### config.mk
export PLATFORM = sky130hd
export DESIGN_NAME = rmq_sqrt
export DESIGN_NICKNAME = d
export VERILOG_FILES = /design/src/rtl/rmq_pkg.sv /design/src/rtl/rmq_sqrt.sv
export SDC_FILE = /design/constraint.sdc
export NUM_CORES = 1
export LEC_CHECK = 0
export ABC_AREA = 1
export BUFFER_PORTS_ARGS = -buffer_cell sky130_fd_sc_hd__buf_2
export CORE_ASPECT_RATIO = 0.6
export CORE_MARGIN = 2
export CORE_UTILIZATION = 55
export DETAILED_ROUTE_END_ITERATION = 10
export PLACE_DENSITY = 0.72
export SKIP_CTS_REPAIR_TIMING = 1
export SYNTH_ARGS = -nofsm -noshare
export SYNTH_HDL_FRONTEND = slang
export SYNTH_SLANG_ARGS = --single-unit
### constraint.sdc
create_clock -name clk -period 4.3 [get_ports clk]
set_input_delay 0.43 -clock clk [delete_from_list [all_inputs] [get_ports clk]]
set_output_delay 0.43 -clock clk [all_outputs]
set_load 0.02 [all_outputs]
### src/rtl/rmq_pkg.sv
// shared constants and types for the rotation matrix to quaternion pipeline
package rmq_pkg;

    localparam int DATA_WIDTH_DEF = 16;

    // sideband that travels with each component lane
    typedef struct packed {
        logic flag;
        logic neg;
    } lane_tag_t;

endpackage

### src/rtl/rmq_sqrt.sv
// digit-by-digit integer square root, one root bit per stage
module rmq_sqrt #(
    parameter int W = rmq_pkg::DATA_WIDTH_DEF
) (
    input  logic                   clk,
    input  logic                   rst_n,
    input  logic                   in_valid,
    input  rmq_pkg::lane_tag_t     in_tag,
    input  logic [2*W:0]           x,
    output logic                   out_valid,
    output rmq_pkg::lane_tag_t     out_tag,
    output logic [W:0]             root
);
    import rmq_pkg::*;

    localparam int NS = W + 1;
    localparam int XW = 2 * NS;

    logic              valid_reg [NS+1];
    lane_tag_t         tag_reg   [NS+1];
    logic [W:0]        rem_reg   [NS+1];
    logic [W:0]        root_reg  [NS+1];
    logic [XW-1:0]     x_reg     [NS+1];

    assign valid_reg[0] = in_valid;
    assign tag_reg[0]   = in_tag;
    assign rem_reg[0]   = '0;
    assign root_reg[0]  = '0;
    assign x_reg[0]     = {1'b0, x};

    for (genvar k = 0; k < NS; k++)
    begin : g_step
        logic [W+2:0] r2;
        logic [W+2:0] trial;
        logic [W+2:0] diff;
        logic         take;

        assign r2    = {rem_reg[k], x_reg[k][XW-1:XW-2]};
        assign trial = {root_reg[k], 2'b01};
        assign diff  = r2 - trial;
        assign take  = (r2 >= trial);

        always_ff @(posedge clk or negedge rst_n)
        begin
            if (!rst_n)
            begin
                valid_reg[k+1] <= 1'b0;
            end
            else
            begin
                valid_reg[k+1] <= valid_reg[k];
            end
        end

        always_ff @(posedge clk)
        begin
            tag_reg[k+1]  <= tag_reg[k];
            rem_reg[k+1]  <= take ? diff[W:0] : r2[W:0];
            root_reg[k+1] <= {root_reg[k][W-1:0], take};
            x_reg[k+1]    <= {x_reg[k][XW-3:0], 2'b00};
        end
    end

    assign out_valid = valid_reg[NS];
    assign out_tag   = tag_reg[NS];
    assign root      = root_reg[NS];

endmodule

## After elaboration in Yosys (flattened, before gate mapping)

Cells that the tools add are included.

- Register bits after elaboration: 733
- Bits of input ports: 38
- Output and inout bits: 20
- Word-level logic and storage cells: 150

- $add $sub $neg: 16
- Order comparisons: 17
- Multiplexer cells: 16

Operator list:

| cell | count |
|---|---|
| 17-bit 2-to-1 mux | 15 |
| 19-bit by 10-bit greater-or-equal comparator with 1-bit output | 1 |
| 19-bit by 11-bit greater-or-equal comparator with 1-bit output | 1 |
| 19-bit by 12-bit greater-or-equal comparator with 1-bit output | 1 |
| 19-bit by 13-bit greater-or-equal comparator with 1-bit output | 1 |
| 19-bit by 14-bit greater-or-equal comparator with 1-bit output | 1 |
| 19-bit by 15-bit greater-or-equal comparator with 1-bit output | 1 |
| 19-bit by 16-bit greater-or-equal comparator with 1-bit output | 1 |
| 19-bit by 17-bit greater-or-equal comparator with 1-bit output | 1 |
| 19-bit by 18-bit greater-or-equal comparator with 1-bit output | 1 |
| 19-bit by 3-bit greater-or-equal comparator with 1-bit output | 1 |
| 19-bit by 4-bit greater-or-equal comparator with 1-bit output | 1 |
| 19-bit by 5-bit greater-or-equal comparator with 1-bit output | 1 |
| 19-bit by 6-bit greater-or-equal comparator with 1-bit output | 1 |
| 19-bit by 7-bit greater-or-equal comparator with 1-bit output | 1 |
| 19-bit by 8-bit greater-or-equal comparator with 1-bit output | 1 |
| 19-bit by 9-bit greater-or-equal comparator with 1-bit output | 1 |
| 17-bit by 10-bit subtractor with 17-bit output | 1 |
| 17-bit by 11-bit subtractor with 17-bit output | 1 |
| 17-bit by 12-bit subtractor with 17-bit output | 1 |
| 17-bit by 13-bit subtractor with 17-bit output | 1 |
| 17-bit by 14-bit subtractor with 17-bit output | 1 |
| 17-bit by 15-bit subtractor with 17-bit output | 1 |
| 17-bit by 16-bit subtractor with 17-bit output | 1 |
| other kinds (11) | 11 |

## Logic depth before layout (Yosys ltp)

- Word-level depth: 2
- Gate-level depth with buffers: 14

## Worst setup path after synthesis

OpenSTA, ideal clock, no wires.

- Path kind: reg2reg
- From: register root_reg (netlist bit g_step[15].trial[2])
- To: register rem_reg (netlist bit g_step[16].r2[7])
- Arrival: 1580 ps
- Data required time: 4188 ps
- Slack: 2607 ps
- Cell stages (with the launch flop): 13
- Buffers on the path: 2
- Cells stage by stage: dfxtp_1 > inv_1 > ha_1 > buf_2 > a21oi_1 > nand2_1 > nand3_1 > nand3_2 > nand2_4 > nand2_4 > buf_6 > nand2_1 > nand2_1

- Longest elaborated chain between the ends: 2
- Elaborated cells between the ends (all ways): 3
- Classes of those cells: add/sub: 1; order compare: 1; mux: 1

RTL lines:

| element | line | text |
|---|---|---|
| start: declaration | rmq_sqrt.sv:22 | `logic [W:0] root_reg [NS+1];` |
| start signal: indexed assignment | rmq_sqrt.sv:59 | `root_reg[k+1] <= {root_reg[k][W-1:0], take};` |
| 19-bit by 17-bit greater-or-equal comparator with 1-bit output | rmq_sqrt.sv:41 | `assign take = (r2 >= trial);` |
| via g_step[15].take | rmq_sqrt.sv:36 | `logic take;` |
| 17-bit 2-to-1 mux | rmq_sqrt.sv:58 | `rem_reg[k+1] <= take ? diff[W:0] : r2[W:0];` |
| end signal: indexed assignment | rmq_sqrt.sv:58 |  |
| end: declaration | rmq_sqrt.sv:21 | `logic [W:0] rem_reg [NS+1];` |

The timed path passes the listed nets, and every way through them passes these cells.
A chain may end at the register's enable or synchronous reset.

## Final worst setup path

- From: register root_reg (netlist bit g_step[8].trial[8])
- To: register rem_reg (netlist bit g_step[9].r2[12])

- Longest elaborated chain between the ends: 2
- Elaborated cells between the ends (all ways): 3
- Classes of those cells: add/sub: 1; order compare: 1; mux: 1

RTL lines:

| element | line |
|---|---|
| 19-bit by 10-bit greater-or-equal comparator with 1-bit output | rmq_sqrt.sv:41 |
| via g_step[8].take | rmq_sqrt.sv:36 |
| 17-bit 2-to-1 mux | rmq_sqrt.sv:58 |

The timed path passes the listed nets, and every way through them passes these cells.

==> metrics.md <==
| Metric | Value |
|---|---|
| Clock Latency Late Sink | `620 ps` |
| Yosys reg bits | `725` |
| Fmax | `377 MHz` |
| Placed Cells | `4,546` |
| Post-DR vias/cell | `4.96` |
| Pin count of the biggest net entering global routing | `24` |
| Routed Antenna Nets | `0` |
| Most common flop cell mapped by yosys | `dfxtp_1` |
| Slowest stage delay, CP | `720 ps` |
| Via count | `23,300` |
| Crit-path slowest cell | `nor2_2` |
| Post-synth ARST share | `0.0234` |
| Synthesized area per cell | `7.78 um2` |
| CTS tree | `built` |
| Slew Limit Fails | `0` |
| WP data required | `4810 ps` |
| Wire per inst | `14.5 um` |
| Top post-synthesis cells by count | `1,219 x nand2_1, 708 x dfxtp_1, 682 x inv_1` |
| P_leak | `18.2 nW` |
| # nets final | `4,155` |
| Ys Warns | `0` |
| Max reg flops | `281` |
| Area grow syn2layout | `12.1%` |
| Critical Path Fanout Max | `22` |
| Final Hold Fails | `0` |
| First-pass GRT wire length | `109 mm` |
| Post-Route Utilization | `0.629` |
| IO Count | `58` |
| Clock slew at reported path FFs | `70 ps` |
| Setup crit start kind | `register` |
| Period utilization | `0.617` |
| Final cell count without fillers | `4,702` |
| Die X | `304 um` |
| CP Capture Type | `register` |
| Pwr Density | `618 nW/um2` |
| CP Cell Sequence | `inv_1 -> ha_1 -> nand2_1 -> nand2_1 -> a21boi_0 -> nand3_1 -> nor2_2 -> inv_1 -> nand2_1 -> inv_1` |
| Post-route setup slack | `1650 ps` |
| Setup TNS | `0 ps` |
| Yosys top cell by area | `dfxtp_1` |
| Seq/Total Area, Yosys | `0.491` |
| Vias in the first global route | `20,700` |
| Worst Tran Pin Value | `907 ps` |
| # fillers | `4,597` |
| Final setup viols | `0` |
| DIE AREA | `56,000 um2` |
| CTS Buf Count | `66` |
| # Max-Cap Violations | `0` |
| Worst path arrival time | `3160 ps` |
| Status | `completed` |
| Worst Setup Path Type | `register to register` |
| WL final | `68.3 mm` |
| Dpl ws | `1710 ps` |
| Netlist Area Pre-Place | `29,700 um2` |
| Clk sink count | `725` |
| Layout cells sized above 1 | `0.0643` |
| GRT Overall Usage | `0.244` |
| Initial antenna violation count | `1` |
| Yosys cell types | `49` |
| Fin crit period | `2650 ps` |
| Clock root cell | `clkbuf_16` |
| FP Rows | `65` |
| CTS H-Tree Depth | `3` |
| HP Class | `input port to async pin` |
| Post-Route Skew | `19.8 ps` |
| Syn Inst Count | `3,823` |
| Count leader, synth | `nand2_1` |
| GP Congestion | `0.934` |
| RSZ-0062 raised after global routing | `no` |
| Global route overflow | `0` |
| Clk buf depth | `3` |
| Worst vdd ir | `0.000382 V` |
| Hpwl dp | `52.4 mm` |
| DRC | `0` |
| Syn Nets | `4,030` |
| Core area | `52,900 um2` |
| Synth top area cells | `dfxtp_1 48%, nand2_1 15%, inv_1 8.6%` |
| Initial Utilization | `0.562` |
| Synth top area share | `0.477` |
| DIE HEIGHT | `184 um` |
| Initial DRT Pass Iterations | `6` |
| 1st-iter DRT viols | `2,389` |
| Headroom to the max-slew limit | `0.395` |
| EDFF count, synth | `0` |
| Buffers on Ports | `57` |
==> metrics by stage <==
step	hold slack [ps]	instance area [um2]	total power, mW
CTS	-295	33000	20.5
detailed placement	312	30600	14.3
floorplan	134	29700	12.8
global route	311	33300	21.9
global placement	310	30600	14.3
finish	280	33300	20.6
==> metal layers <==
metal  share of wire  vias up  global-route usage
met5               0        -                   0
met4           0.014        0              0.0529
met3            0.10       80              0.0636
met2            0.34      857               0.297
met1            0.55    10300               0.407
li1                -    12000                   -
==> logic make-up after synthesis <==
| group | synth area share |
|---|---|
| AND/OR/NAND/NOR | 0.272 |
| XOR/XNOR | 0.0268 |
| flip-flops | 0.491 |
| other | 0.000126 |
| adder cells (fa/ha/maj) | 0.0711 |
| AO/OA/AOI/OAI | 0.0412 |
| buffers and inverters | 0.0973 |
==> final timing paths <==
path | slack [ps] | startpoint | cells after the start | endpoint
worst min register to register | 320 | x_reg[328] | 0 | x_reg[296]
worst max-delay path | 1650 | g_step[8].trial[8] | 10 | g_step[9].r2[12]
max in group asynchronous | 3740 | rst_n | 2 | valid_reg[6]
worst min-delay path | 280 | rst_n | 2 | valid_reg[2]
min in group clk | 320 | x_reg[328] | 0 | x_reg[296]
worst max register to register | 1650 | g_step[8].trial[8] | 10 | g_step[9].r2[12]
==> placed cells by master, fill, tap and decap left out, types with 6 or more instances in the layout <==
cell type,n
o21ai_1,15
nor2_1,213
nand2_1,1219
clkbuf_1,6
nor3_1,40
dlygate4sd3_1,37
nand2_2,14
clkinv_2,11
a21oi_1,117
bufinv_16,8
inv_1,682
nor2_4,8
o21ai_0,69
dfxtp_1,708
buf_2,57
ha_1,169
nand3_2,7
clkbuf_8,9
nand3_1,201
nand3b_1,23
o21bai_1,6
clkbuf_16,67
nor2_2,15
xor2_1,63
dfrtp_1,17
inv_2,9
nand4_1,102
xnor2_1,28
==> critical path, delay by kind of cell, from the launching register on <==
family                   cells  cell delay (ps)
AND/OR/NAND/NOR              5             1210
AO/OA/AOI/OAI                1              300
adder cells (fa/ha/maj)      1              330
flip-flops                   1              350
buffers and inverters        3              360
==> final cells by class <==
class	instances	area [um2]	area share
inverter	691	2590	0.0778
tap	703	880	0.0264
sequential	725	14600	0.438
clock buffer	82	1820	0.0547
multi-input combinational	2367	12200	0.367
clock inverter	36	513	0.0154
antenna	1	2.50	0.0000751
timing repair buffer	97	678	0.0203
==> power breakdown <==
part	total [mW]	internal, mW	switching [mW]
clock network	6.21	3.56	2.65
logic	5.63	1.91	3.72
registers	8.74	7.91	0.838
No activity file was read; power rests on OpenSTA's default activity.
