## src/rtl/rmq_pkg.sv

```systemverilog
// shared constants and types for the rotation matrix to quaternion pipeline
package rmq_pkg;

    localparam int DATA_WIDTH_DEF = 16;

    // sideband that travels with each component lane
    typedef struct packed {
        logic flag;
        logic neg;
    } lane_tag_t;

endpackage

```

## src/rtl/rmq_div.sv

```systemverilog
// square then restoring divide, one quotient bit per stage, saturating quotient
module rmq_div #(
    parameter int W = rmq_pkg::DATA_WIDTH_DEF
) (
    input  logic                   clk,
    input  logic                   rst_n,
    input  logic                   in_valid,
    input  rmq_pkg::lane_tag_t     in_tag,
    input  logic [W:0]             v,
    input  logic [W:0]             s,
    output logic                   out_valid,
    output rmq_pkg::lane_tag_t     out_tag,
    output logic [2*W:0]           q
);
    import rmq_pkg::*;

    localparam int QB = 2 * W + 1;
    localparam int NW = 3 * W;
    localparam int F  = W - 2;

    // square stage
    logic              sq_valid_reg;
    lane_tag_t         sq_tag_reg;
    logic [2*W+1:0]    sq_reg;
    logic [W:0]        sq_s_reg;

    logic [NW-1:0]     num;
    logic              ovf;

    // divide stages, index 0 is the setup stage
    logic              valid_reg [QB+1];
    lane_tag_t         tag_reg   [QB+1];
    logic [W:0]        s_reg     [QB+1];
    logic [W:0]        rem_reg   [QB+1];
    logic [QB-1:0]     low_reg   [QB+1];
    logic [QB-1:0]     quot_reg  [QB+1];
    logic              ovf_reg   [QB+1];

    assign num = {sq_reg, {F{1'b0}}};
    // quotient does not fit in QB bits when the upper part reaches s
    assign ovf = ({2'b00, num[NW-1:QB]} >= sq_s_reg);

    always_ff @(posedge clk or negedge rst_n)
    begin
        if (!rst_n)
        begin
            sq_valid_reg <= 1'b0;
            valid_reg[0] <= 1'b0;
        end
        else
        begin
            sq_valid_reg <= in_valid;
            valid_reg[0] <= sq_valid_reg;
        end
    end

    always_ff @(posedge clk)
    begin
        sq_tag_reg  <= in_tag;
        sq_reg      <= v * v;
        sq_s_reg    <= s;
        tag_reg[0]  <= sq_tag_reg;
        s_reg[0]    <= sq_s_reg;
        rem_reg[0]  <= {2'b00, num[NW-1:QB]};
        low_reg[0]  <= num[QB-1:0];
        quot_reg[0] <= '0;
        ovf_reg[0]  <= ovf;
    end

    for (genvar k = 0; k < QB; k++)
    begin : g_bit
        logic [W+1:0] r2;
        logic [W+1:0] diff;
        logic         take;

        assign r2   = {rem_reg[k], low_reg[k][QB-1]};
        assign diff = r2 - {1'b0, s_reg[k]};
        assign take = (r2 >= {1'b0, s_reg[k]});

        always_ff @(posedge clk or negedge rst_n)
        begin
            if (!rst_n)
            begin
                valid_reg[k+1] <= 1'b0;
            end
            else
            begin
                valid_reg[k+1] <= valid_reg[k];
            end
        end

        always_ff @(posedge clk)
        begin
            tag_reg[k+1]  <= tag_reg[k];
            s_reg[k+1]    <= s_reg[k];
            rem_reg[k+1]  <= take ? diff[W:0] : r2[W:0];
            low_reg[k+1]  <= {low_reg[k][QB-2:0], 1'b0};
            quot_reg[k+1] <= {quot_reg[k][QB-2:0], take};
            ovf_reg[k+1]  <= ovf_reg[k];
        end
    end

    assign out_valid = valid_reg[QB];
    assign out_tag   = tag_reg[QB];
    assign q         = ovf_reg[QB] ? {QB{1'b1}} : quot_reg[QB];

endmodule

```

## config.mk

```make
export PLATFORM = sky130hd
export DESIGN_NAME = rmq_div
export DESIGN_NICKNAME = d
export VERILOG_FILES = /design/src/rtl/rmq_pkg.sv /design/src/rtl/rmq_div.sv
export SDC_FILE = /design/constraint.sdc
export NUM_CORES = 2
export LEC_CHECK = 0
export BUFFER_PORTS_ARGS = -buffer_cell sky130_fd_sc_hd__buf_4
export CORE_MARGIN = 5
export CORE_UTILIZATION = 49
export DETAILED_ROUTE_END_ITERATION = 8
export GPL_ROUTABILITY_DRIVEN = 0
export GPL_TIMING_DRIVEN = 0
export HOLD_SLACK_MARGIN = 0.02
export PLACE_DENSITY = 0.66
export SLEW_MARGIN = 10
export SYNTH_ARGS = -nofsm -noshare
export SYNTH_HDL_FRONTEND = slang
export SYNTH_SLANG_ARGS = --single-unit
```

## constraint.sdc

```tcl
create_clock -name clk -period 3.62 [get_ports clk]
set_input_delay 0.181 -clock clk [delete_from_list [all_inputs] [get_ports clk]]
set_output_delay 0.181 -clock clk [all_outputs]
set_load 0.005 [all_outputs]
```

---- After elaboration in Yosys (flattened, before gate mapping) ----
Memories as Yosys holds them, arrays and structs flattened.
Cells that the tools add are included.
operators by class
  add/subtract/negate cells ............... 33
  multiply operators ...................... 1
  div/mod/pow operators ................... 0
  $lt $le $gt $ge ......................... 34
  equal/unequal tests ..................... 0
  shift operators ......................... 0
  mux-type cells .......................... 34
  bitwise operators ....................... 0
  reductions and logical operators ........ 0
operators with widths
  kind                                          count
  greater-or-equal comparator 18 x 17 -> 1 bit  33
  two-way mux 17 bit                            33
  subtractor 17 bit                             33
  multiplier 17 x 17 -> 34 bit                  1
  two-way mux 33 bit                            1
  greater-or-equal comparator 15 x 17 -> 1 bit  1
storage, ports and cells
  bits in registers ....................... 88
  bits in latches ......................... 0
  memory bits (writable) .................. 3,468
  memory bits (read-only) ................. 0
  logic and storage cells ................. 147
  memories ................................ 6
memories
  name      depth  width  rd ports  clocked after memory_dff  write ports  line           RTL
  quot_reg  34     33     34        0                         34           rmq_div.sv:36  logic [QB-1:0] quot_reg [QB+1];
  low_reg   34     32     33        0                         34           rmq_div.sv:35  logic [QB-1:0] low_reg [QB+1];
  rem_reg   34     17     33        0                         34           rmq_div.sv:34  logic [W:0] rem_reg [QB+1];
  s_reg     34     17     33        0                         34           rmq_div.sv:33  logic [W:0] s_reg [QB+1];
  tag_reg   34     2      34        0                         34           rmq_div.sv:32  lane_tag_t tag_reg [QB+1];
  ovf_reg   34     1      34        0                         34           rmq_div.sv:37  logic ovf_reg [QB+1];

---- Longest topological paths before layout ----
An unclocked memory read counts as a cell.
  depth after elaboration ................. 3
  gate-level depth with buffers ........... 25
  depth with buffers taken out ............ 24

---- Worst setup path before layout ----
OpenSTA, ideal clock, no wires.
  path type ............................... input to register
  start ................................... in v[14]
  end ..................................... reg sq_reg[33]
  library setup time ...................... 0.072 ns
  data arrival time ....................... 5.595 ns
  data required time ...................... 3.548 ns
  path slack .............................. -2.047 ns
  stages on the path ...................... 21
  buffers on the path ..................... 2
  cell sequence ........................... clkbuf_1 > clkbuf_1 > nand2_1 > inv_1 > fa_1 > fa_1 > fa_1 > fa_1 > fa_1 > inv_1 > fa_1 > inv_1 > ha_1 > and3_1 > nand3_1 > a211oi_1 > o31ai_1 > o21ai_1 > a41oi_1 > o21bai_1 > xnor2_1
on the way
  longest elaborated chain between the ends .. 1
ends and longest elaborated chain
  element                       line           RTL
  from (decl)                   rmq_div.sv:9   input logic [W:0] v,
  multiplier 17 x 17 -> 34 bit  rmq_div.sv:60  sq_reg <= v * v;
  to (signal assigned)          rmq_div.sv:60
  to (decl)                     rmq_div.sv:24  logic [2*W+1:0] sq_reg;
No other way between the ends.

---- Final worst setup path ----
  start ................................... in v[5]
  end ..................................... reg sq_reg[28]
The elaborated chain is that of the path after synthesis.

==> results.ini <==
[critical_path]
arrival_ns=5.75
cp_data_required_time_ns=4.37
worstSetupEndpointType=flip-flop
critPathKind=primary input to flip-flop
crit_path_start_kind=primary input
cp_max_fo=4

[synth]
synth_cell_types=89
yosysSeqAreaShare_pct=49.7
synth-main-ff-cell=dfxtp_1
ys_ff_latch=2042
synthArstFlopShare_pct=1.71
synth_edf_count=0
yosysTopAreaCell=dfxtp_1
ys_warn_count=0
syn_inst=7898
syn_area_sq_um=82600
syn_nets=8846
yosysTopAreaCellShare_pct=48.6
synth_top_cells_by_area=dfxtp_1 49%, ha_1 10%, fa_1 5.4%
syn_area_per_cell_sq_um=10.5

[outcome]
outcome=complete, but fails checks
violations=negative setup slack

[grt]
grt_overflow=0
grt_pass1_wl_mm=271
antenna_found_initial=3
track_usage_pct=18.5
grt_max_degree=36
grt_pass1_vias=55100

[final_layout]
drive_above_1_share_pct=13.9
final_cell_area_sq_um=96500
areaGrowthSynthToFinish_pct=16.7
nets=9282
n_fill_cell=13900

[job]
maxCapViolations=0

[clock_network]
clkLatencyLatePin_ns=0.86
ctsLongestPathBuffers=3
cts_sinks=2042
path_clk_slew_ns=0.06
cts_tree=built
clockRootBuffer=clkbuf_16
cts_buffers=200
cts_max_level=4

[drt]
drc=0
routedWlPerCell_um=15.3
wl_mm=164
drtPass1Iterations=6
dr_total_vias=54300
drt_iter0_markers=3012
antenna_left=0
vias_per_cell=5.06

[floorplanning]
io-pin-count=75
die_h_um=421
dieArea_sq_um=177000
initial_core_util_pct=49.4
core_area_sq_um=167000
die_w_um=421
fp-row-count=150

[timing]
setup_viol=24
period_share_pct=138
slew_viol_final=0
period_needed_ns=4.99
fmax_ghz=0.200
slew_headroom_pct=20.5
rsz0062_at_grt=yes
clock_skew_ns=0.0484
tightestPinTransition_ns=1.19
fin_ws_ns=-1.37
hold_viol_final=0

[min_path]
hold_class=primary input to flip-flop

[placement]
place_hpwl_mm=121
io_buffers=74
placement.cell_area_sq_um=86400

[cell usage in the layout, fill, tap and decap left out, types with 26 or more instances in the layout]
cell type      Yosys  final
buf_6              8     35
nand3_1           94     90
inv_2              6     39
nand4_1           82     82
buf_4             17    154
xnor2_1          256    241
nor3_1           108    107
nor2b_1           97     95
dlygate4sd3_1      0     48
o21ai_0          338    323
clkinv_2           0     37
bufinv_16          0     26
nand2_1          473    437
and2_1            83     73
o31ai_1           38     37
a21oi_1          424    401
dfxtp_1         2007   2007
ha_1             685    661
o21ai_1           31     34
a21boi_0          55     55
o21bai_1          58     57
or3_1             33     33
dfrtp_1           35     35
fa_1             224    196
inv_1           1036   1002
nor2_1           376    370
and3_1            63     61
xor2_1           168    164
a31oi_1           52     49
a21o_1           191    191
mux2i_1           36     36
mux2_2           251    251
a211oi_1          52     49
clkbuf_16          0    216
fa_2               0     28
nand2b_1          65     65
or2_2             56     56
clkbuf_1          62     70
clkbuf_8           0     48
o21a_1            69     69
[critical path, cell delays in order]
cell       delay, ns
buf_12          0.09
clkbuf_16       0.13
buf_8           0.11
nand2_4         0.04
fa_1            0.51
inv_2           0.05
fa_1            0.52
inv_2           0.05
fa_2            0.52
inv_2           0.04
fa_2            0.46
fa_1            0.49
inv_1           0.05
fa_1            0.51
inv_2           0.04
ha_4            0.24
a21oi_2         0.15
nor2_2          0.06
a211oi_2        0.25
o22a_1          0.25
nand4_1         0.18
buf_6           0.21
a31oi_4         0.22
o21ai_2         0.08
a21oi_2         0.17
xnor2_2         0.14
[cells in the mapped netlist (all sizes together), types with 16 or more instances]
master  count
nand2     473
o211ai     24
or2        57
or3        33
nand4      82
and3       63
fa        224
a21o      191
nand2b     66
clkbuf     62
o21bai     58
o31ai      40
dfxtp    2007
o21ai     373
nor2      382
a211oi     52
mux2      263
buf        51
o41ai      16
nor2b      97
a21boi     61
inv      1042
mux2i      36
ha        685
xnor2     256
and2       84
nand3      94
nor3      109
a31oi      52
o21a       69
dfrtp      35
nor4       18
a21oi     425
xor2      168
[metrics by stage]
stage	setup slack, ns	std cells	hold slack [ns]	setup TNS [ns]	util, %
floorplan	-1.57	7898	-0.115	-26.95	-
global placement	-2.56	10200	0.136	-49.21	51.6
detailed placement	-2.60	10200	0.154	-51.25	51.6
CTS	-1.16	10700	0.0653	-17.45	57.1
global route	-1.47	10700	0.153	-26.80	57.6
finish	-1.37	10700	0.154	-24.33	57.6
[cell type report]
class                      count  area [sq um]  share of cell area [%]
antenna                        1          2.50                 0.00259
buffer                       111           928                   0.962
clock buffer                 276          5780                    5.99
clock inverter               104          1610                    1.67
inverter                    1042          3910                    4.06
multi-input combinational   4701         38200                    39.6
sequential                  2042         41100                    42.6
tap                         2204          2760                    2.86
timing repair buffer         236          2250                    2.33
[layer usage]
metal / share of wire (%) / vias to the layer above / wire [um] / GRT usage [%]
li1: - / 27200 / - / -
met1: 45 / 25600 / 73600 / 23.4
met5: 0 / - / 0 / 0
met2: 48 / 1089 / 79400 / 32.2
met4: 3.0 / 0 / 4890 / 6.63
met3: 4.0 / 342 / 6560 / 3.00
[worst paths after layout]
path,startpoint,to,slack [ns],cells past startpoint
min reg2reg,tag_reg[30][1],tag_reg[31][1],0.29,0
min in group asynchronous,rst_n,valid_reg[12],0.37,4
max reg2reg,low_reg[3][31],rem_reg[4][12],0.24,13
max,v[5],sq_reg[28],-1.37,26
min,v[0],sq_reg[3],0.15,4
max in group asynchronous,rst_n,valid_reg[30],3.07,4
[cell families after synthesis]
kind of cell | count (synthesis) | synth area share (%)
flip-flops | 2042 | 49.7
AND/OR/NAND/NOR | 1601 | 9.37
AO/OA/AOI/OAI | 1468 | 11.2
buffers and inverters | 1155 | 5.44
adder cells (fa/ha/maj) | 909 | 15.8
XOR/XNOR | 424 | 4.49
multiplexers | 299 | 4.04
[repair_timing]
item / 4_1_cts / 5_1_grt
pin swaps: 117 / 118
hold buffers: 49 / 0
buffers inserted: 68 / 53
setup endpoints to repair: 44 / 66
gates resized for setup: 170 / 123
endpoints found under the hold margin: 60 / 0
gates cloned: 1 / 0
Power is left out: the tool's default activity adds up to more than one toggle a clock period on the data nets, which glitch-free logic cannot reach.
