### config.mk
export PLATFORM = sky130hd
export DESIGN_NAME = rmq_front
export DESIGN_NICKNAME = d
export VERILOG_FILES = /design/src/rtl/rmq_pkg.sv /design/src/rtl/rmq_front.sv
export SDC_FILE = /design/constraint.sdc
export NUM_CORES = 1
export LEC_CHECK = 0
export BUFFER_PORTS_ARGS = -buffer_cell sky130_fd_sc_hd__buf_2
export CAP_MARGIN = 30
export CORE_ASPECT_RATIO = 1.25
export CORE_UTILIZATION = 40
export CTS_CLUSTER_DIAMETER = 50
export DETAILED_ROUTE_END_ITERATION = 6
export PLACE_DENSITY = 0.58
export SLEW_MARGIN = 25
export SYNTH_ARGS = -nofsm -noshare
export SYNTH_HDL_FRONTEND = slang
export SYNTH_SLANG_ARGS = --single-unit
### constraint.sdc
create_clock -name clk -period 0.8 [get_ports clk]
set_input_delay 0.04 -clock clk [delete_from_list [all_inputs] [get_ports clk]]
set_output_delay 0.04 -clock clk [all_outputs]
set_load 0.02 [all_outputs]
### src/rtl/rmq_pkg.sv
// shared constants and types for the rotation matrix to quaternion pipeline
package rmq_pkg;

    localparam int DATA_WIDTH_DEF = 16;

    // sideband that travels with each component lane
    typedef struct packed {
        logic flag;
        logic neg;
    } lane_tag_t;

endpackage

### src/rtl/rmq_front.sv
// branch selection, radicand and pair sums, registered
module rmq_front #(
    parameter int W = rmq_pkg::DATA_WIDTH_DEF
) (
    input  logic                           clk,
    input  logic                           rst_n,
    input  logic                           in_valid,
    input  logic signed [W-1:0]            e00,
    input  logic signed [W-1:0]            e01,
    input  logic signed [W-1:0]            e02,
    input  logic signed [W-1:0]            e10,
    input  logic signed [W-1:0]            e11,
    input  logic signed [W-1:0]            e12,
    input  logic signed [W-1:0]            e20,
    input  logic signed [W-1:0]            e21,
    input  logic signed [W-1:0]            e22,
    output logic                           out_valid,
    output logic [W:0]                     s_out,
    output logic [3:0][W:0]                v_out,
    output rmq_pkg::lane_tag_t [3:0]       tag_out
);
    import rmq_pkg::*;

    localparam int XW = W + 3;
    localparam logic signed [XW-1:0] ONE = XW'(1) <<< (W - 2);

    logic signed [XW-1:0] m00, m01, m02, m10, m11, m12, m20, m21, m22;
    logic signed [XW-1:0] d, a, s_full;
    logic signed [XW-1:0] pr [4];
    logic signed [XW-1:0] mag;
    logic                 flag;

    logic                 valid_reg;
    logic [W:0]           s_reg;
    logic [3:0][W:0]      v_reg;
    lane_tag_t [3:0]      tag_reg;
    logic [3:0][W:0]      v_next;
    lane_tag_t [3:0]      tag_next;

    always_comb
    begin
        m00 = XW'(e00); m01 = XW'(e01); m02 = XW'(e02);
        m10 = XW'(e10); m11 = XW'(e11); m12 = XW'(e12);
        m20 = XW'(e20); m21 = XW'(e21); m22 = XW'(e22);
        d = m11 - m00;
        a = m11 + m00;
        case ({(m22 > 0), ((m22 > 0) ? (a > 0) : (d > 0))})
            2'b00:
            begin
                s_full = ONE - m22 - d;
                pr[0] = s_full;    pr[1] = m01 + m10;
                pr[2] = m02 + m20; pr[3] = m12 - m21;
            end
            2'b01:
            begin
                s_full = ONE - m22 + d;
                pr[0] = m01 + m10; pr[1] = s_full;
                pr[2] = m12 + m21; pr[3] = m20 - m02;
            end
            2'b10:
            begin
                s_full = ONE + m22 - a;
                pr[0] = m02 + m20; pr[1] = m12 + m21;
                pr[2] = s_full;    pr[3] = m01 - m10;
            end
            default:
            begin
                s_full = ONE + m22 + a;
                pr[0] = m12 - m21; pr[1] = m20 - m02;
                pr[2] = m01 - m10; pr[3] = s_full;
            end
        endcase
        flag = (s_full <= 0);
        for (int i = 0; i < 4; i++)
        begin
            mag = (pr[i] < 0) ? -pr[i] : pr[i];
            v_next[i] = mag[W:0];
            tag_next[i].flag = flag;
            tag_next[i].neg = (pr[i] < 0);
        end
    end

    always_ff @(posedge clk or negedge rst_n)
    begin
        if (!rst_n)
        begin
            valid_reg <= 1'b0;
        end
        else
        begin
            valid_reg <= in_valid;
        end
    end

    always_ff @(posedge clk)
    begin
        s_reg   <= s_full[W:0];
        v_reg   <= v_next;
        tag_reg <= tag_next;
    end

    assign out_valid = valid_reg;
    assign s_out     = s_reg;
    assign v_out     = v_reg;
    assign tag_out   = tag_reg;

endmodule

Yosys cells after proc, flatten, opt, wreduce, memory -nomap -nowiden. Index checks and enable logic that the tools add are counted.

Word-level logic and storage cells: 47. Register bits: 91. Input port bits: 147. Output and inout bits: 94.

Magnitude comparators: 8. Muxes and demuxes: 7. Add/subtract/negate cells: 18. Reduce and logical (&&, ||, !) cells: 1. Eq/ne operators: 2.

Operators with widths (count): $pmux 76 s3 (1); $lt 19x1->1 const B (4); $add 16x16->17 (4); $mux 17 (4); $neg 17->17 (4); $sub 16x16->17 (4); $pmux 19 s3 (1); $add 17x17->18 (2); $sub 17x17->18 (2); $gt 17x1->1 const B (2); $le 19x1->1 const B (1); $add 16x16->17 const A (1); $sub 16x16->17 const A (1); $gt 16x1->1 const B (1); $eq 2x1->1 const B (1); $eq 2x2->1 const B (1); $logic_not 2->1 (1); $mux 1 (1).

Longest topological paths before layout. Gate-level depths: netlist of the first run.

Word-level depth: 7. Mapped depth: 24. Depth with buffers taken out: 24.

Worst setup path before layout of the first run. Ideal clock, no wire load.

Path kind: input-to-reg. Start point: in e11[0]. End point: reg tag_reg (netlist bit tag_out[7]). Data required time: 0.731 ns. Data arrival time: 4.395 ns. Stages on the path: 20. Setup time: 0.069 ns. Path slack: -3.664 ns. Buffers on the path: 1. Cell sequence: inv_1 > ha_1 > fa_1 > nand2b_1 > a21oi_1 > xnor2_1 > inv_1 > ha_1 > clkbuf_1 > o311ai_0 > a2111oi_0 > a311oi_1 > a211o_1 > o31ai_1 > xnor2_1 > nor2_1 > or4b_1 > nor4_1 > nand4b_1 > o21ai_1.

Longest elaborated chain between the ends: 6. Elaborated cells on any way between the ends: 14. Those cells by class: add/sub (6); order compare (3); eq/ne (2); mux (2); reduce/logical (1).

Ends and longest elaborated chain: start, declared (RTL line rmq_front.sv:12) `input logic signed [W-1:0] e11,`; $sub 16x16->17 or $add 16x16->17 (tied branches) (RTL line rmq_front.sv:45, rmq_front.sv:46); $gt 17x1->1 (RTL line rmq_front.sv:47) `case ({(m22 > 0), ((m22 > 0) ? (a > 0) : (d > 0))})`; $mux 1 (RTL line rmq_front.sv:47); $eq 2x2->1 (tied with other cells) (RTL line rmq_front.sv:47); $pmux 19 s3 (*) (RTL line rmq_front.sv:47); named net s_full[14] (RTL line rmq_front.sv:28) `logic signed [XW-1:0] d, a, s_full;`; $le 19x1->1 (*) (RTL line rmq_front.sv:73) `flag = (s_full <= 0);`; named net flag (RTL line rmq_front.sv:31) `logic flag;`; end signal, assigned (RTL line rmq_front.sv:99) `tag_reg <= tag_next;`; end, declared (RTL line rmq_front.sv:36) `lane_tag_t [3:0] tag_reg;`.

Mark *: on every way through the listed nets, which the timed path passes. The rest lies on a longest branch.

Worst setup path after layout of the first run.
Start point: in e11[0]. End point: reg v_reg (netlist bit v_out[61]).

Longest elaborated chain between the ends: 7. Elaborated cells on any way between the ends: 13. Those cells by class: add/sub (4); order compare (3); eq/ne (2); mux (3); reduce/logical (1).

Ends and longest elaborated chain: $sub 16x16->17 or $add 16x16->17 (tied branches) (RTL line rmq_front.sv:45, rmq_front.sv:46); $gt 17x1->1 (RTL line rmq_front.sv:47); $mux 1 (RTL line rmq_front.sv:47); $eq 2x2->1 (tied with other cells) (RTL line rmq_front.sv:47); $pmux 76 s3 (*) (RTL line rmq_front.sv:47); $neg 17->17 or $lt 19x1->1 (tied branches) (RTL line rmq_front.sv:76) `mag = (pr[i] < 0) ? -pr[i] : pr[i];`; $mux 17 (*) (RTL line rmq_front.sv:76); named net mag[10] (RTL line rmq_front.sv:30) `logic signed [XW-1:0] mag;`; end signal, assigned (RTL line rmq_front.sv:98) `v_reg <= v_next;`; end, declared (RTL line rmq_front.sv:35) `logic [3:0][W:0] v_reg;`.

Marks and branches as above.

==> reports/results.md, run 1 <==
| Parameter | Value |
|---|---|
| Met2 Routed Length | 41190 um |
| Cell at the root of the clock tree | sky130_fd_sc_hd__clkbuf_16 |
| Die height | 223.1 um |
| Count of flip-flops with a built-in enable after synthesis | 0 |
| Number of buffers inserted during clock tree synthesis | 9 |
| Total number of nets in the final design | 3649 |
| Width of the die | 178.9 um |
| GPL Wtd Cong | 1.016 |
| Type of the worst min-delay path | in -> reg |
| # IOs | 241 |
| Met3 Routed Length | 5139 um |
| RSZ-0062 raised after global routing | true |
| Sinks on Clock Net | 91 |
| Fraction of layout cells with a size suffix above 1 | 56.14% |
| Instance count after placement with tap cells included | 3604 |
| Clock slew seen by the registers of the worst setup and hold paths | 0.07 ns |
| Vias in the first global route | 21820 |
| CP Launch Type | primary input |
| Initial core utilization | 40.80% |
| Fin cells | 3782 |
| Residual DRC | 8 |
| Antenna Violating Nets Remaining | 0 |
| Async set-reset flop share out of synthesis | 1.099% |
| Worst hold path depth | 2 |
| Router iterations before antenna repair | 7 |
| Setup slack after layout | -3.746 ns |
| Average wire length per cell after detail routing | 22.06 um |
| CTS tree | yes |
| Max-slew violation count | 0 |
| Warning count from the yosys run | 0 |
| Overall Power | 66.69 mW |
| Synthesis-stage register bit count | 91 |
| First-pass GRT wire length | 120100 um |
| Total number of H-tree levels | 3 |
| Initial antenna violation count | 1 |
| Post-Synthesis Cells | 2086 |
| Number of placement rows | 80 |
| Floorplan core area | 38340 um^2 |
| Endpoint kind of the worst setup timing path | flip-flop |
| Power density over the cells | 2266 nW/um^2 |
| Violated checks | design-rule violations, negative setup slack |
| Total track usage | 39.71% |
| Actual transition at the worst max-transition pin | 0.8663 ns |
| Final setup violation count | 184 |
| Final period demand of the worst path | 4.546 ns |
| Synthesized area per cell | 7.498 um^2 |
| Die area | 39900 um^2 |
| Detailed-route wire length on metal 1 | 28860 um |
| Deepest clock path buffer count | 2 |
| Post-synthesis cell type count | 116 |
| Result of the run | complete, but fails checks |
| Maximum operating frequency | 0.2200 GHz |
| Portion of the post-synthesis area used by sequential elements | 11.68% |
| Largest driver fanout on the critical path | 3 |
| HPWL after DPL | 64520 um |
| Worst setup timing slack at the placement stage | -4.130 ns |
| Violation count after the first detailed-routing iteration | 1462 |
| Via total after detailed routing | 21320 |
| Headroom to the max-slew limit | 41.80% |
| Worst endpoint required time | 1.07 ns |
| Final wirelength | 83450 um |
| Final period util | 568.2% |
| Syn nets | 2450 |
| Worst Setup Path Type | in -> reg |
| IO Port Bufs | 240 |
| Most used flip-flop cell after synthesis | sky130_fd_sc_hd__dfxtp_1 |
| Diodes inserted | 0 |
| Data arrival time at the worst-slack endpoint | 4.82 ns |
| Mapped cell area | 15640 um^2 |
| Fin. Hold Viols | 0 |
| Worst vdd ir | 1332 uV |
| Remaining Overflow, GRT | 0 |
| Pin count of the biggest net entering global routing | 27 |
| Max-cap violations | 0 |
| Top layer in use | met5 |
| Mean number of vias per cell | 5.637 |
| Leakage Power | 14.05 nW |
| Relative area change from synthesis to final layout | 88.19% |
| Final standard cell utilization of the core | 76.78% |
==> what timing repair did <==
action	CTS	global route
resized for setup	674	212
endpoints found under the setup margin	184	184
gates cloned	2	0
hold endpoints to repair	2	0
setup buffers	126	70
pin swaps	195	191
hold buffers	3	0
==> through the flow <==
stage          TNS (ns)  hold WS (ns)  area [um^2]
2_1_floorplan   -245.89       -0.2556        16360
3_3_place_gp    -320.38       -0.1861        24290
3_5_place_dp    -324.25       -0.1843        24290
4_1_cts         -285.09        0.3175        28040
5_1_grt         -305.94        0.3510        29430
6_report        -295.34        0.3554        29430
==> cell usage after synthesis, types with 9 or more instances <==
cell type | number | area [um^2]
sky130_fd_sc_hd__or3_1 | 30 | 187.7
sky130_fd_sc_hd__clkbuf_1 | 53 | 198.9
sky130_fd_sc_hd__nor3b_1 | 11 | 82.58
sky130_fd_sc_hd__nand2b_1 | 30 | 187.7
sky130_fd_sc_hd__a221o_1 | 9 | 90.09
sky130_fd_sc_hd__nor3_1 | 80 | 400.4
sky130_fd_sc_hd__xnor2_1 | 172 | 1506
sky130_fd_sc_hd__nor2_1 | 179 | 671.9
sky130_fd_sc_hd__inv_1 | 195 | 732.0
sky130_fd_sc_hd__ha_1 | 205 | 2565
sky130_fd_sc_hd__a21o_1 | 36 | 270.3
sky130_fd_sc_hd__and3_1 | 9 | 56.30
sky130_fd_sc_hd__nor4_1 | 11 | 68.82
sky130_fd_sc_hd__dfxtp_1 | 90 | 1802
sky130_fd_sc_hd__xor2_1 | 48 | 420.4
sky130_fd_sc_hd__nand2_1 | 114 | 427.9
sky130_fd_sc_hd__fa_1 | 12 | 240.2
sky130_fd_sc_hd__o21ai_1 | 9 | 45.04
sky130_fd_sc_hd__a31oi_1 | 21 | 131.4
sky130_fd_sc_hd__o211ai_1 | 17 | 127.6
sky130_fd_sc_hd__or2_2 | 9 | 56.30
sky130_fd_sc_hd__o22ai_1 | 22 | 137.6
sky130_fd_sc_hd__o31ai_1 | 17 | 127.6
sky130_fd_sc_hd__a22o_1 | 9 | 78.83
sky130_fd_sc_hd__and2_1 | 17 | 106.4
sky130_fd_sc_hd__buf_4 | 16 | 120.1
sky130_fd_sc_hd__a21oi_1 | 151 | 755.7
sky130_fd_sc_hd__a221oi_1 | 10 | 87.58
sky130_fd_sc_hd__buf_2 | 20 | 100.1
sky130_fd_sc_hd__nand4_1 | 12 | 75.07
sky130_fd_sc_hd__o21bai_1 | 27 | 202.7
sky130_fd_sc_hd__nor2b_1 | 31 | 193.9
sky130_fd_sc_hd__nand3_1 | 30 | 150.1
sky130_fd_sc_hd__a211oi_1 | 22 | 165.2
sky130_fd_sc_hd__o21ai_0 | 87 | 435.4
sky130_fd_sc_hd__a211o_1 | 11 | 96.34
sky130_fd_sc_hd__mux2i_1 | 15 | 150.1
sky130_fd_sc_hd__o21a_1 | 23 | 172.7
==> area by class of cell <==
cell class              instances  area [um^2]
well taps                     492        615.6
multi-input cells            1691        15320
flip-flops and latches         91         1944
repair inverters                1        7.507
inverters                     203        782.0
repair buffers               1288        10460
fillers                      2786         8902
clock inverters                 6        76.32
clock buffers                  10        229.0
==> worst max-delay path, cell delays in order <==
cell and delay, ns:
sky130_fd_sc_hd__buf_8 0.10, sky130_fd_sc_hd__buf_6 0.11, sky130_fd_sc_hd__ha_4 0.15, sky130_fd_sc_hd__inv_2 0.05, sky130_fd_sc_hd__fa_2 0.23, sky130_fd_sc_hd__nor2_4 0.05
sky130_fd_sc_hd__o311a_4 0.35, sky130_fd_sc_hd__buf_6 0.13, sky130_fd_sc_hd__o22ai_4 0.15, sky130_fd_sc_hd__buf_6 0.17, sky130_fd_sc_hd__mux2i_1 0.19, sky130_fd_sc_hd__o211ai_1 0.13
sky130_fd_sc_hd__a2111o_1 0.36, sky130_fd_sc_hd__o31a_1 0.27, sky130_fd_sc_hd__buf_6 0.15, sky130_fd_sc_hd__mux2_4 0.30, sky130_fd_sc_hd__a222oi_1 0.37, sky130_fd_sc_hd__ha_2 0.30
sky130_fd_sc_hd__o211a_1 0.17, sky130_fd_sc_hd__o21a_1 0.18, sky130_fd_sc_hd__and4_4 0.28, sky130_fd_sc_hd__buf_6 0.11, sky130_fd_sc_hd__and2_4 0.16, sky130_fd_sc_hd__a31oi_4 0.08
sky130_fd_sc_hd__xnor2_1 0.20
==> placed cells by master (no fill, tap or decap), types with 87 or more instances in the layout <==
cell type	instances
sky130_fd_sc_hd__ha_1	174
sky130_fd_sc_hd__buf_2	140
sky130_fd_sc_hd__nor2_1	149
sky130_fd_sc_hd__a21oi_1	106
sky130_fd_sc_hd__inv_1	168
sky130_fd_sc_hd__xnor2_1	145
sky130_fd_sc_hd__buf_6	212
sky130_fd_sc_hd__nand2_1	87
sky130_fd_sc_hd__dfxtp_2	88
sky130_fd_sc_hd__buf_4	902
==> power by group <==
part	internal, mW	leakage, nW	switching (mW)
sequential	7.28	0.775	1.49
combinational	26.6	13.1	26.6
clock	2.47	0.146	2.20
total	36.4	14.0	30.3
==> logic make-up (layout without fill, tap and decap cells) <==
kind of cell | after synthesis | count (layout) | share of synthesized area [%]
AOI/OAI and AO/OA | 612 | 612 | 27.54
xor gates and xnor gates | 221 | 221 | 12.42
adders and majority gates | 217 | 217 | 17.93
buffers and inverters | 304 | 1508 | 8.175
DFF | 91 | 91 | 11.68
muxes | 22 | 22 | 1.488
and+or+nand+nor | 619 | 619 | 20.76
==> sequential cells by signal, indices dropped and copies added (netlist names) <==
signal,count
tag_out,5
out_valid,1
s_out,17
v_out,68
==> worst paths after layout <==
path	from	to	slack, ns
min in group asynchronous	rst_n	out_valid$_DFF_PN0_	0.53
setup / recovery	e11[0]	v_out[61]$_DFF_P_	-3.75
max in group asynchronous	rst_n	out_valid$_DFF_PN0_	0.17
hold / removal	in_valid	out_valid$_DFF_PN0_	0.36
==> metal layers <==
metal  vias to the layer above  global-route usage, %
li1                       9842                      -
met1                     10060                  40.42
met2                      1026                  72.16
met3                       387                  4.260
met4                         2                  32.12
met5                         -                      0
No activity file was read; power rests on OpenSTA's default activity.
==> run 2: changes to the inputs <==
--- a/config.mk
+++ b/config.mk
@@ -12,6 +12,7 @@
 export CTS_CLUSTER_DIAMETER = 50
 export DETAILED_ROUTE_END_ITERATION = 6
 export PLACE_DENSITY = 0.58
+export SETUP_SLACK_MARGIN = 0.05
 export SLEW_MARGIN = 25
 export SYNTH_ARGS = -nofsm -noshare
 export SYNTH_HDL_FRONTEND = slang
==> run 2 against run 1 <==
Effect of this change:
- the run ends with negative setup slack left
- routed wire length decreased by 0.43%
- critical path type unchanged
- core utilization decreased by 1.3 points
- fmax decreased by 0.35%
- worst hold slack got worse by 0.025 ns
==> reports/results.md, run 2 (synthesis gave the netlist of run 1 again) <==
| Parameter | Value | Delta |
|---|---|---|
| Result of the run | complete, but fails checks | unchanged |
| Violated checks | negative setup slack | was design-rule violations, negative setup slack |
| Internal Power | 35.47 mW | was 36.38 mW |
| Router iterations before antenna repair | 6 | was 7 |
| CP Launch Type | primary input | unchanged |
| NetSw | 29.99 mW | was 30.31 mW |
| Cell repeated most along the worst path | sky130_fd_sc_hd__buf_4 | was sky130_fd_sc_hd__buf_6 |
| Actual transition at the worst max-transition pin | 0.8445 ns | was 0.8663 ns |
| Setup slack after layout | -3.762 ns | was -3.746 ns |
| Instance count after placement with tap cells included | 3604 | unchanged |
| Headroom to the max-slew limit | 43.30% | was 41.80% |
| Via total after detailed routing | 21100 | was 21320 |
| Fin cells | 3745 | was 3782 |
| Residual DRC | 0 | was 8 |
| Final period util | 570.2% | was 568.2% |
| Vias in the first global route | 21460 | was 21820 |
| Cell at the root of the clock tree | sky130_fd_sc_hd__clkbuf_16 | unchanged |
| Average wire length per cell after detail routing | 22.19 um | was 22.06 um |
| Total number of H-tree levels | 3 | unchanged |
| IO Port Bufs | 240 | unchanged |
| Initial antenna violation count | 3 | was 1 |
| CTS tree | yes | unchanged |
| Total negative slack | -286.99 ns | was -295.34 ns |
| Antenna Violating Nets Remaining | 0 | unchanged |
| RSZ-0062 raised after global routing | true | unchanged |
| Max-cap violations | 0 | unchanged |
| Maximum operating frequency | 0.2192 GHz | was 0.2200 GHz |
| Number of buffers inserted during clock tree synthesis | 9 | unchanged |
| Type of the worst min-delay path | in -> reg | unchanged |
| Number of placement rows | 80 | unchanged |
| Mean number of vias per cell | 5.634 | was 5.637 |
| Cell class contributing the biggest share of worst-path delay | compound AO/OA/AOI/OAI gates | unchanged |
| Final setup violation count | 184 | unchanged |
| Initial core utilization | 40.80% | unchanged |
| Total number of nets in the final design | 3610 | was 3649 |
| Leakage Power | 13.78 nW | was 14.05 nW |
| Hold path startpoint | in_valid | unchanged |
| # IOs | 241 | unchanged |
| Fin. Hold Viols | 0 | unchanged |
| Violation count after the first detailed-routing iteration | 1351 | was 1462 |
| Worst Hold End | out_valid$_DFF_PN0_ | unchanged |
| Count of buffer and inverter cells on the critical path | 9 | was 7 |
| Share of power burned in registers | 13.5% | was 13.1% |
| Width of the die | 178.9 um | unchanged |
| Fraction of layout cells with a size suffix above 1 | 55.34% | was 56.14% |
| Remaining Overflow, GRT | 0 | unchanged |
| Worst endpoint required time | 0.99 ns | was 1.07 ns |
| GPL Wtd Cong | 1.016 | unchanged |
| Portion of total power attributed to the clock network | 7.2% | was 7.0% |
| Pin count of the biggest net entering global routing | 27 | unchanged |
| Switching fraction of total power | 45.81% | was 45.45% |
| Worst hold path depth | 2 | unchanged |
| Standard cell with the maximum stage delay on the critical path | sky130_fd_sc_hd__o21ai_1 | was sky130_fd_sc_hd__a222oi_1 |
| Relative area change from synthesis to final layout | 85.01% | was 88.19% |
| Data arrival time at the worst-slack endpoint | 4.76 ns | was 4.82 ns |
| Worst Setup Path Type | in -> reg | unchanged |
| Clock slew seen by the registers of the worst setup and hold paths | 0.08 ns | was 0.07 ns |
| Power density over the cells | 2262 nW/um^2 | was 2266 nW/um^2 |
| Peak per-stage delay on the critical path | 0.47 ns | was 0.37 ns |
| Worst vdd ir | 1345 uV | was 1332 uV |
| Share of total power in combinational logic | 79.4% | was 79.9% |
| Die height | 223.1 um | unchanged |
| Endpoint kind of the worst setup timing path | flip-flop | unchanged |
| Sinks on Clock Net | 91 | unchanged |
| Die area | 39900 um^2 | unchanged |
| Final period demand of the worst path | 4.562 ns | was 4.546 ns |
| Largest driver fanout on the critical path | 5 | was 3 |
| HPWL after DPL | 64520 um | unchanged |
| Floorplan core area | 38340 um^2 | unchanged |
| Total track usage | 39.10% | was 39.71% |
| Most frequent standard cell in the layout excluding fill and tap cells | sky130_fd_sc_hd__buf_4 | unchanged |
| Deepest clock path buffer count | 2 | unchanged |
| Max-slew violation count | 0 | unchanged |
| Most frequent cells in the layout | 886 x sky130_fd_sc_hd__buf_4, 189 x sky130_fd_sc_hd__buf_6, 174 x sky130_fd_sc_hd__ha_1 | was 902 x sky130_fd_sc_hd__buf_4, 212 x sky130_fd_sc_hd__buf_6, 174 x sky130_fd_sc_hd__ha_1 |
| Final wirelength | 83090 um | was 83450 um |
| Max reg flops | 68 | unchanged |
| First-pass GRT wire length | 118300 um | was 120100 um |
==> run 2: cell types whose count changed in the layout (fill, tap and decap cells not counted), sizes merged <==
cell    previous run  this run
buf             1285      1245
bufbuf             0         1
clkinv             4         5
diode              0         2
inv              203       202
==> run 2: cell type report <==
class                           instances  area [um^2]
Tap cell                              492        615.6
Sequential cell                        91         1941
Fill cell                            2840         9399
Timing Repair Buffer                 1249        10060
Clock inverter                          6        76.32
Inverter                              203        779.5
Timing Repair inverter                  1        7.507
Antenna cell                            2        5.005
Clock buffer                           10        229.0
Multi-Input combinational cell       1691        15230
==> run 2: what timing repair did <==
item / 4_1_cts / 5_1_grt
endpoints found under the hold margin: 2 / 0
hold buffers: 3 / 0
pin swaps: 169 / 204
endpoints found under the setup margin: 184 / 184
cloned: 4 / 0
setup buffers: 99 / 66
gates resized for setup: 388 / 450
==> run 2: power by group through the flow <==
stage                     Combinational, mW  Clock, mW  Sequential, mW
after CTS                              45.1       4.53            7.76
final                                  52.0       4.69            8.81
after global placement                 39.1          0            7.75
after floorplan                        17.7          0            10.2
after global routing                   54.3       4.85            8.91
after detailed placement               39.5          0            7.73
==> run 2: layer usage <==
layer | global-route usage, % | routed length [um] | vias to the layer above
met2 | 71.60 | 41090 | 964
met3 | 3.937 | 5071 | 388
li1 | - | - | 9766
met4 | 29.83 | 8106 | 4
met5 | 0 | 26 | -
met1 | 40.17 | 28790 | 9979
==> run 2: worst max path at each step <==
stage                start                 end  slack, ns  cells after the start
floorplan           e00[0]   v_out[50]$_DFF_P_      -3.32                     22
global placement    e00[0]  tag_out[7]$_DFF_P_      -4.12                     26
detailed placement  e00[0]  tag_out[7]$_DFF_P_      -4.13                     26
CTS                 e00[0]   v_out[67]$_DFF_P_      -3.48                     23
global route        e00[0]   v_out[35]$_DFF_P_      -3.93                     26
finish              e11[0]   v_out[35]$_DFF_P_      -3.76                     26
==> run 2: metrics by stage <==
stage               hold slack, ns  worst slack, ns  utilization [%]  area, um^2  power (mW)
floorplan                  -0.2556           -3.320                -       16360       27.97
global placement           -0.1861           -4.118            63.37       24290       46.86
detailed placement         -0.1843           -4.130            63.37       24290       47.27
CTS                         0.3175           -3.476            70.76       27130       57.44
global route                0.3425           -3.930            75.48       28940       68.03
finish                      0.3300           -3.762            75.48       28940       65.45
==> run 3: changes to the inputs <==
==> constraint.sdc (replaced) <==
create_clock -name clk -period 3.7 [get_ports clk]
set_input_delay 0.185 -clock clk [delete_from_list [all_inputs] [get_ports clk]]
set_output_delay 0.185 -clock clk [all_outputs]
set_load 0.02 [all_outputs]
==> run 3 against run 2 <==
Effect of this change:
- the run still ends with negative setup slack left
- design area fell by 8.9%
- via count shrank 6.6%
- sequential power decreased by 81%
- non-clock buffer count fell by 241
- power fell by 80%
- clock power is 78% lower
- flip-flop and latch count stayed put
- clock-buffer cell count unchanged
- final cell count is 6.5% lower
- combinational power decreased by 81%
- worst hold slack worse by 0.18 ns
- setup slack better by 3.0 ns
- critical path type unchanged
- highest routed layer unchanged
==> reports/results.md, run 3 (synthesis gave the netlist of run 1 again) <==
| Parameter | Value | Delta |
|---|---|---|
| Type of the worst min-delay path | in -> async | was in -> reg |
| Result of the run | complete, but fails checks | unchanged |
| Internal Power | 6.715 mW | was 35.47 mW |
| Met2 Routed Length | 37210 um | was 41090 um |
| Via total after detailed routing | 19710 | was 21100 |
| Leakage Power | 12.41 nW | was 13.78 nW |
| IO Port Bufs | 240 | unchanged |
| Fillers | 3128 | was 2840 |
| Number of buffers inserted during clock tree synthesis | 9 | unchanged |
| Worst endpoint required time | 4.01 ns | was 0.99 ns |
| Cell at the root of the clock tree | sky130_fd_sc_hd__clkbuf_16 | unchanged |
| Total number of H-tree levels | 3 | unchanged |
| Residual DRC | 0 | unchanged |
| Power density over the cells | 485.9 nW/um^2 | was 2262 nW/um^2 |
| First-pass GRT wire length | 107600 um | was 118300 um |
| Actual transition at the worst max-transition pin | 0.6744 ns | was 0.8445 ns |
| HPWL after DPL | 59240 um | was 64520 um |
| Floorplan core area | 38340 um^2 | unchanged |
| Antenna Violating Nets Remaining | 0 | unchanged |
| Share of total power in combinational logic | 79.2% | was 79.4% |
| Initial core utilization | 40.80% | unchanged |
| Endpoint kind of the worst setup timing path | flip-flop | unchanged |
| Width of the die | 178.9 um | unchanged |
| Portion of total power attributed to the clock network | 8.0% | was 7.2% |
| Die height | 223.1 um | unchanged |
| Total track usage | 35.40% | was 39.10% |
| Die area | 39900 um^2 | unchanged |
| Maximum operating frequency | 0.2263 GHz |  |
| Met3 Routed Length | 4077 um | was 5071 um |
| Largest driver fanout on the critical path | 3 | was 5 |
| Setup slack after layout | -0.7193 ns | was -3.762 ns |
| Sinks on Clock Net | 91 | unchanged |
| Fraction of layout cells with a size suffix above 1 | 48.59% | was 55.34% |
| CP Launch Type | primary input | unchanged |
| GPL Wtd Cong | 1.028 | was 1.016 |
| Router iterations before antenna repair | 7 | was 6 |
| Worst vdd ir | 330.8 uV | was 1345 uV |
| Max-cap violations | 0 | unchanged |
| Final period demand of the worst path | 4.419 ns |  |
| Final period util | 119.4% |  |
| Share of power burned in registers | 12.7% | was 13.5% |
| Diodes inserted | 0 | was 2 |
| Violated checks | negative setup slack | unchanged |
| RSZ-0062 raised after global routing | true | unchanged |
| Mean number of vias per cell | 5.627 | was 5.634 |
| Switching fraction of total power | 47.58% | was 45.81% |
| Headroom to the max-slew limit | 54.63% | was 43.30% |
| # IOs | 241 | unchanged |
| Average wire length per cell after detail routing | 21.30 um | was 22.19 um |
| Most frequent cells in the layout | 670 x sky130_fd_sc_hd__buf_4, 237 x sky130_fd_sc_hd__buf_2, 177 x sky130_fd_sc_hd__inv_1 | was 886 x sky130_fd_sc_hd__buf_4, 189 x sky130_fd_sc_hd__buf_6, 174 x sky130_fd_sc_hd__ha_1 |
| Fin. Hold Viols | 0 | unchanged |
| CTS tree | yes | unchanged |
| NetSw | 6.095 mW | was 29.99 mW |
| Top layer in use | met5 | unchanged |
| Violation count after the first detailed-routing iteration | 1344 | was 1351 |
| Worst setup timing slack at the placement stage | -1.398 ns | was -4.130 ns |
| Total negative slack | -31.51 ns | was -286.99 ns |
| Peak per-stage delay on the critical path | 0.52 ns | was 0.47 ns |
| Pin count of the biggest net entering global routing | 22 | was 27 |
| Standard cell with the maximum stage delay on the critical path | sky130_fd_sc_hd__or4b_4 | was sky130_fd_sc_hd__o21ai_1 |
| Overall Power | 12.81 mW | was 65.45 mW |
| Final standard cell utilization of the core | 68.77% | was 75.48% |
| Critical path, cell by cell | buf_8 -> buf_6 -> ha_4 -> fa_2 -> nand2b_4 -> buf_12 -> a21oi_4 -> xnor2_2 -> inv_2 -> ha_4 -> o311ai_4 -> a2111oi_4 -> buf_4 -> a311oi_4 -> a211o_1 -> buf_6 -> o31ai_4 -> xnor2_2 -> nor2_1 -> or4b_4 -> nor4_4 -> nand4b_1 -> o21ai_1 |  |
| Most frequent standard cell in the layout excluding fill and tap cells | sky130_fd_sc_hd__buf_4 | unchanged |
| Deepest clock path buffer count | 2 | unchanged |
| Number of placement rows | 80 | unchanged |
| Max-slew violation count | 0 | unchanged |
| Vias in the first global route | 19540 | was 21460 |
| Detailed-route wire length on metal 1 | 27280 um | was 28790 um |
| Clock slew seen by the registers of the worst setup and hold paths | 0.08 ns | about the same |
| Total number of nets in the final design | 3370 | was 3610 |
| Max reg flops | 68 | unchanged |
| Relative area change from synthesis to final layout | 68.55% | was 85.01% |
| Initial antenna violation count | 1 | was 3 |
| Final wirelength | 74600 um | was 83090 um |
| Remaining Overflow, GRT | 0 | unchanged |
| Final setup violation count | 73 | was 184 |
| Data arrival time at the worst-slack endpoint | 4.73 ns | was 4.76 ns |
| Worst Setup Path Type | in -> reg | unchanged |
-- run 3: per-layer routing --
layer	GRT usage [%]	up-vias
met5	0	-
met4	23.29	2
met3	3.391	271
met2	64.48	857
met1	38.20	9300
li1	-	9280
-- run 3: power groups by stage --
stage	logic, mW	registers [mW]	clock network, mW
6_report	10.1	1.63	1.03
3_5_place_dp	7.97	1.65	0
3_3_place_gp	7.90	1.65	0
4_1_cts	8.96	1.63	1.03
2_1_floorplan	3.73	2.21	0
5_1_grt	10.7	1.66	1.06
-- run 3: timing repair --
item,in CTS,in global routing
hold buffers,2,0
hold endpoints to repair,2,0
gates cloned,2,2
buffers inserted,83,69
gates resized for setup,316,251
pin swaps,169,207
setup endpoints to repair,77,80
-- run 3: per-stage QoR --
stage	area [um^2]	hold slack (ns)	std cells
after floorplan	16070	-0.1106	2086
after global placement	22170	-0.04058	3346
after detailed placement	22170	-0.03857	3346
after CTS	24570	0.1048	3443
after global routing	26360	0.1443	3503
final	26360	0.1451	3503
-- run 3: layout make-up --
type                    count  area, um^2  area share, %
flip-flops and latches     91        1827          6.929
multi-input cells        1692       15260          57.88
repair inverters            1       7.507        0.02848
clock inverters             6       80.08         0.3037
clock buffers              10       239.0         0.9065
inverters                 203       782.0          2.966
well taps                 492       615.6          2.335
repair buffers           1008        7555          28.66
-- run 3: worst paths after layout --
kind | startpoint | end | slack (ns) | cells past startpoint
worst max-delay path | e00[0] | tag_out[7]$_DFF_P_ | -0.72 | 23
worst min-delay path | rst_n | out_valid$_DFF_PN0_ | 0.15 | 2
max in group asynchronous | rst_n | out_valid$_DFF_PN0_ | 3.47 | 2
min in group clk | in_valid | out_valid$_DFF_PN0_ | 0.47 | 2
-- run 3: critical path: cells and delay by family --
kind | cells | cell delay [ns]
compound gates | 7 | 1.56
simple gates | 5 | 1.10
buf+inv | 6 | 0.74
xor+xnor | 2 | 0.30
fa+ha+maj | 3 | 0.81
